### src/design/lant_pkg.sv
// Shared types, field widths and codes for the ant grid stepper.
package lant_pkg;

    // Built grid size defaults
    localparam int DEF_MAX_WIDTH  = 128;
    localparam int DEF_MAX_HEIGHT = 128;
    // Register value after reset, clamped to the built size by the top level
    localparam int REG_RESET_DIM  = 128;

    // Field widths
    localparam int CMD_W        = 2;
    localparam int COORD_W      = 7;
    localparam int COUNT_W      = 16;
    localparam int HEAD_W       = 2;
    localparam int BLACK_W      = 15;
    localparam int TOTAL_W      = 32;
    localparam int IN_DATA_W    = 32;
    localparam int OUT_FIELDS_W = 81;
    localparam int OUT_DATA_W   = 88;
    localparam int CFG_ADDR_W   = 1;
    localparam int CFG_DATA_W   = 8;

    localparam logic [BLACK_W-1:0] BLACK_SAT = '1;

    // Commands
    localparam logic [CMD_W-1:0] CMD_RUN   = 2'd0;
    localparam logic [CMD_W-1:0] CMD_WRITE = 2'd1;
    localparam logic [CMD_W-1:0] CMD_READ  = 2'd2;
    localparam logic [CMD_W-1:0] CMD_CLEAR = 2'd3;

    // Register indexes
    localparam logic [CFG_ADDR_W-1:0] CFG_GRID_WIDTH  = 1'b0;
    localparam logic [CFG_ADDR_W-1:0] CFG_GRID_HEIGHT = 1'b1;

    // Headings
    localparam logic [HEAD_W-1:0] HEAD_UP    = 2'd0;
    localparam logic [HEAD_W-1:0] HEAD_RIGHT = 2'd1;
    localparam logic [HEAD_W-1:0] HEAD_DOWN  = 2'd2;
    localparam logic [HEAD_W-1:0] HEAD_LEFT  = 2'd3;

    // Cell update request to the cell unit
    typedef struct packed {
        logic toggle;   // flip the cell, else load value
        logic value;
    } t_cell_op;

    // Cell unit status back to the sequencer
    typedef struct packed {
        logic old_bit;
        logic inc;      // cell went white to black
        logic dec;      // cell went black to white
    } t_cell_stat;

endpackage

### src/design/lant_cell_unit.sv
// Row read-modify-write unit: selects one cell of a grid row and updates it.
module lant_cell_unit import lant_pkg::*; #(
    parameter int WIDTH = DEF_MAX_WIDTH
) (
    input  logic [WIDTH-1:0]         i_row,
    input  logic [$clog2(WIDTH)-1:0] i_col,
    input  t_cell_op                 i_op,
    output logic [WIDTH-1:0]         o_row,
    output t_cell_stat               o_stat
);

    logic old_bit;
    logic new_bit;

    // Pick the cell and form its new color
    assign old_bit = i_row[i_col];
    assign new_bit = i_op.toggle ? ~old_bit : i_op.value;

    // Merge the new color back into the row
    always_comb begin
        o_row        = i_row;
        o_row[i_col] = new_bit;
    end

    // Report the color change for the black count
    assign o_stat.old_bit = old_bit;
    assign o_stat.inc     = ~old_bit & new_bit;
    assign o_stat.dec     = old_bit & ~new_bit;

endmodule

### config.mk
export PLATFORM = sky130hd
export DESIGN_NAME = lant_cell_unit
export DESIGN_NICKNAME = d
export VERILOG_FILES = /design/src/design/lant_pkg.sv /design/src/design/lant_cell_unit.sv
export SDC_FILE = /design/constraint.sdc
export NUM_CORES = 1
export LEC_CHECK = 0
export BUFFER_PORTS_ARGS = -buffer_cell sky130_fd_sc_hd__clkbuf_2
export CAP_MARGIN = 20
export CORE_ASPECT_RATIO = 1.2
export CORE_MARGIN = 10
export CORE_UTILIZATION = 35
export DETAILED_ROUTE_END_ITERATION = 8
export PLACE_DENSITY = 0.75
export SLEW_MARGIN = 0
export SYNTH_ARGS = -nofsm -noshare
export SYNTH_HDL_FRONTEND = slang
export SYNTH_SLANG_ARGS = --single-unit
### constraint.sdc
create_clock -name vclk -period 2.65
set_input_delay 0 -clock vclk [all_inputs]
set_output_delay 0 -clock vclk [all_outputs]
set_load 0.005 [all_outputs]
==> results of run 1 <==
==> stage by stage <==
| step | power (mW) | instances | hold slack (ns) | worst slack, ns |
|---|---|---|---|---|
| after floorplan | 0.4218 | 587 | 0.1168 | 0.7038 |
| after global placement | 0.7856 | 954 | 0.3256 | 0.1634 |
| after detailed placement | 0.7870 | 954 | 0.3281 | 0.09898 |
| after CTS | 0.7902 | 954 | 0.3302 | 0.09271 |
| after global routing | 0.8711 | 955 | 0.3421 | 0.009887 |
| final | 0.7973 | 955 | 0.3266 | 0.1454 |
==> area by class of cell <==
type                            instances  area, um^2
Timing Repair Buffer                  297        1599
Inverter                                4       15.01
Tap cell                              117       146.4
Multi-Input combinational cell        537        2893
Fill cell                             942        4004
==> cell usage after synthesis, types with 4 or more instances <==
cell / n / area, um^2
mux2_1: 4 / 45.04
o21ai_0: 6 / 30.03
o22ai_1: 20 / 125.1
buf_2: 16 / 80.08
clkbuf_1: 18 / 67.56
a21oi_1: 132 / 660.6
mux2i_1: 42 / 420.4
nand2_1: 18 / 67.56
buf_1: 4 / 15.01
nand2b_1: 6 / 37.54
nor2b_1: 6 / 37.54
nor3_1: 4 / 20.02
and2_1: 5 / 31.28
buf_6: 4 / 45.04
buf_4: 4 / 30.03
nand3_1: 11 / 55.05
a31oi_1: 33 / 206.5
o21ai_1: 4 / 20.02
nor2_1: 212 / 795.8
==> path summary, 6_finish.rpt <==
check  slack, ns       from         to  cells after the start
min         0.33  i_row[24]  o_row[24]                      4
max         0.15   i_col[1]  o_row[54]                     10
==> per-layer routing <==
| metal | track usage [%] | part of all wire [%] | vias up |
|---|---|---|---|
| met5 | 0 | 0 | - |
| met4 | 5.593 | 2.1 | 0 |
| met3 | 6.615 | 9.9 | 36 |
| met2 | 45.16 | 49 | 304 |
| met1 | 29.64 | 39 | 2344 |
| li1 | - | - | 2626 |
==> report_power, final <==
part,internal [mW],switching (mW),total [mW]
registers,0,0,0
logic,0.338,0.459,0.797
clock network,0,0,0
==> cells by family after synthesis <==
kind of cell / count (synthesis) / synth area share (%)
compound gates: 213 / 38.41
buf+inv: 50 / 8.073
mux: 51 / 17.39
simple gates: 273 / 36.13
==> repair_timing <==
| item | CTS | global route |
|---|---|---|
| resized for setup | 0 | 1 |
| setup endpoints to repair | 0 | 60 |
| endpoints found under the hold margin | 0 | 0 |
| setup buffers | 0 | 1 |
==> run_results.csv, run 1 <==
group,metric,value,unit
clock_network,cts_hold_buf,0,
timing,worstMarginPinSlew,0.7962,ns
placed_design,port_buffers,268,
synth,yosysSeqAreaShare,0,%
placed_design,gp_congestion,0.9128,
grt,grt_pass1_vias,5145,
grt,grt-ovfl-total,0,
drt,vias_per_cell,5.560,
power_and_ir_drop,powerDensity,171.3,mW/mm^2
floorplanning,initial_core_util,36.16,%
synth,syn-num-nets,724,
cells_and_area,fin_area,0.004653,mm^2
floorplanning,rows,37,
synth,synth_cells,587,
synth,ys_types,43,
setup_path,crit_family,"simple AND/OR/NAND/NOR gates",
floorplanning,fp.coreArea,0.008657,mm^2
drt,drt_wl_total,18.36,mm
timing,final_max_slew_viol_count,0,
placed_design,placed_cell_area,0.004642,mm^2
cells_and_area,nClkBuffers,0,
setup_path,slowest_stage,"or4_1",
grt,grt_use_total,25.25,%
drt,antenna_left,0,
cells_and_area,utilization,53.75,%
floorplanning,fp.dieH,123.6,um
cells_and_area,syn_to_final_growth,48.64,%
grt,grt_max_degree,78,
setup_path,path_buf_inv,3,
synth,synth_area_per_cell,5.333,um^2
timing,setup_tns,0,ns
setup_path,slowest_delay,0.55,ns
grt,grt_first_pass_wirelength,27.41,mm
status,status,"finished clean",
min_path,min_path_type,"in2out",
timing,period_share,94.51,%
job,cap_violations,0,
floorplanning,die_w,106.3,um
setup_path,critPathKind,"in2out",
power_and_ir_drop,p_leak,2.299,nW
cells_and_area,regArea,0,um^2
cells_and_area,antenna_cells,0,
drt,vias,5310,
cells_and_area,flops_and_latches,0,
floorplanning,dieArea,0.01314,mm^2
setup_path,cp_max_fo,77,
timing,rsz0062_at_grt,"no",
synth,ys.warnings.count,0,
grt,antenna_found_initial,0,
power_and_ir_drop,vdd_drop_max,0.0001528,V
floorplanning,ioPinCount,268,
cells_and_area,nNetsFinal,977,
setup_path,cp_common_cell,"clkbuf_2",
setup_path,worstPathRequired,2.65,ns
timing,timing.fmax,399.3,MHz
timing,setup_viol_count_final,0,
setup_path,endpoint_kind,"output port",
drt,wire_per_inst,19.22,um
drt,drc_errors,0,
cells_and_area,layout_commonest_cell,"clkbuf_2",
placed_design,hpwlAfterDp,14.93,mm
timing,period_needed,2.505,ns
drt,drtIter0Drc,424,
setup_path,cp-start-kind,"input port",
cells_and_area,drive_gt1_share,36.75,%
synth,netlist_area,0.003131,mm^2
timing,finalHoldViolations,0,
setup_path,crit_arrival,2.50,ns
setup_path,path_cells,"clkbuf_2 > nand2b_1 > o22ai_1 > or4_1 > o21ai_1 > nor4_4 > a41oi_4 > buf_12 > a31oi_1 > clkbuf_2",
drt,dr.pass1.iters,5,
cells_and_area,final_cell_mix,"267 x clkbuf_2, 212 x nor2_1, 131 x a21oi_1",
timing,max_slew_margin,46.79,%
No activity file was read; power rests on OpenSTA's default activity.
==> inputs of run 2 (changes only) <==
--- a/config.mk
+++ b/config.mk
@@ -7,11 +7,13 @@
 export LEC_CHECK = 0
 export BUFFER_PORTS_ARGS = -buffer_cell sky130_fd_sc_hd__clkbuf_2
 export CAP_MARGIN = 20
+export CELL_PAD_IN_SITES_DETAIL_PLACEMENT = 1
+export CELL_PAD_IN_SITES_GLOBAL_PLACEMENT = 2
 export CORE_ASPECT_RATIO = 1.2
 export CORE_MARGIN = 10
-export CORE_UTILIZATION = 35
+export CORE_UTILIZATION = 17
 export DETAILED_ROUTE_END_ITERATION = 8
-export PLACE_DENSITY = 0.75
+export PLACE_DENSITY_LB_ADDON = 0.1
 export SLEW_MARGIN = 0
 export SYNTH_ARGS = -nofsm -noshare
 export SYNTH_HDL_FRONTEND = slang
==> run 2 against run 1 <==
Compared with the run above: maximum frequency is essentially flat; critical path depth is the same; flip-flop and latch count unchanged; first-iteration DRC count shrank 42%; global-route usage down 7.3 points; non-clock buffer count rose by 6; clock-buffer cell count unchanged; power is 5.0% higher; routed wire length grew 28%; die area grew 85%; critical endpoint is now o_row[38]; largest power group unchanged; highest routed layer unchanged.
==> run_results.csv, run 2 (same netlist as run 1, synthesis figures left out) <==
group,metric,value,unit
status,status,"finished clean",
floorplanning,die_w,143.9,um
grt,antenna_found_initial,0,
power_and_ir_drop,internal-power,0.3416,mW
timing,final_max_slew_viol_count,0,
power_and_ir_drop,p_switching,0.4959,mW
job,cap_violations,0,
cells_and_area,nClkBuffers,0,
drt,dr.pass1.iters,4,
drt,vias_per_cell,4.946,
power_and_ir_drop,vdd_drop_max,0.0001247,V
floorplanning,dieArea,0.02426,mm^2
cells_and_area,antenna_cells,0,
drt,drtIter0Drc,247,
power_and_ir_drop,powerDensity,173.4,mW/mm^2
timing,period_share,94.50,%
setup_path,worstPathRequired,2.65,ns
timing,rsz0062_at_grt,"no",
timing,finalHoldViolations,0,
floorplanning,rows,54,
grt,grt-ovfl-total,0,
setup_path,cp-start-kind,"input port",
grt,grt_pass1_vias,5754,
placed_design,hpwlAfterDp,19.74,mm
timing,setup_viol_count_final,0,
cells_and_area,fill_cells,2481,
power_and_ir_drop,seqPwrFrac,0,%
timing,fin_ws,0.1458,ns
drt,wire_per_inst,22.04,um
setup_path,cp_max_fo,75,
cells_and_area,syn_to_final_growth,54.32,%
floorplanning,fp.coreArea,0.01817,mm^2
grt,grt_first_pass_wirelength,34.49,mm
cells_and_area,nNetsFinal,983,
power_and_ir_drop,swShare,59.22,%
floorplanning,fp.dieH,168.7,um
cells_and_area,regArea,0,um^2
grt,grt_max_degree,76,
setup_path,critical_path.startpoint,"i_col[1]",
placed_design,preCtsSetupSlack,-0.04275,ns
placed_design,port_buffers,268,
floorplanning,ioPinCount,268,
setup_path,endpoint_kind,"output port",
timing,period_needed,2.504,ns
drt,antenna_left,0,
cells_and_area,flops_and_latches,0,
cells_and_area,utilization,26.58,%
placed_design,placed_cell_area,0.004808,mm^2
setup_path,critPathKind,"in2out",
timing,max_slew_margin,47.59,%
floorplanning,initial_core_util,17.22,%
min_path,min_path_type,"in2out",
power_and_ir_drop,pwr-share-clk,0,%
power_and_ir_drop,p_leak,2.324,nW
setup_path,crit_arrival,2.50,ns
cells_and_area,layout_commonest_cell,"clkbuf_2",
cells_and_area,final_cell_mix,"266 x clkbuf_2, 211 x nor2_1, 131 x a21oi_1",
cells_and_area,fin_area,0.004831,mm^2
min_path,hp-start,"i_op[0]",
clock_network,cts_hold_buf,0,
cells_and_area,drive_gt1_share,37.44,%
power_and_ir_drop,p_comb_share,100.0,%
drt,vias,5282,
grt,grt_use_total,17.95,%
timing,holdWs,0.3180,ns
drt,drt_wl_total,23.53,mm
drt,drc_errors,0,
timing,timing.fmax,399.3,MHz
placed_design,gp_congestion,0.8186,
timing,worstMarginPinSlew,0.7843,ns
run 2: cell types whose count changed in the layout (fill, tap and decap cells not counted):
| cell | before | now |
|---|---|---|
| nand2b_2 | 0 | 1 |
| buf_12 | 3 | 2 |
| nor2_1 | 212 | 211 |
| buf_4 | 27 | 33 |
| nor2_2 | 0 | 1 |
| nand2b_1 | 6 | 5 |
| clkbuf_2 | 267 | 266 |
| buf_6 | 0 | 1 |
| clkbuf_4 | 0 | 1 |
run 2: metrics by stage:
step	power [mW]	std cells	TNS (ns)
2_1_floorplan	0.4218	587	0
3_3_place_gp	0.8357	1067	0
3_5_place_dp	0.8454	1067	-0.4895
4_1_cts	0.8507	1067	0
5_1_grt	0.9203	1068	0
6_report	0.8375	1068	0
run 2: power groups by stage:
stage          clock network (mW)  logic (mW)  registers [mW]
3_3_place_gp                    0       0.836               0
5_1_grt                         0       0.920               0
2_1_floorplan                   0       0.422               0
4_1_cts                         0       0.851               0
3_5_place_dp                    0       0.845               0
6_report                        0       0.837               0
run 2: repair_timing:
item,in CTS,in global routing
setup endpoints to repair,42,96
gates cloned,0,0
resized for setup,1,5
pin swaps,0,1
buffers inserted,0,1
run 2: critical path: stages:
cell	delay (ns)
clkbuf_4	0.20
mux2_1	0.34
a221o_1	0.29
a222oi_1	0.24
nor2_1	0.12
nor4_4	0.40
a41oi_4	0.19
buf_12	0.24
a21oi_1	0.26
clkbuf_2	0.16
run 2: final cells by class:
cell class | instances | area, um^2 | share of cell area, %
multi-input cells | 537 | 2898 | 59.98
repair buffers | 303 | 1638 | 33.90
well taps | 224 | 280.3 | 5.802
inverters | 4 | 15.01 | 0.3108
run 2: final timing paths:
path | to | slack (ns) | depth (start not counted)
worst min-delay path | o_stat[1] | 0.32 | 4
worst max-delay path | o_row[38] | 0.15 | 10
run 2: routing by layer:
metal	global-route usage, %	share of wire, %
met1	21.31	42
met2	33.23	51
met3	4.059	6.9
met4	0.8004	0.37
met5	0	0
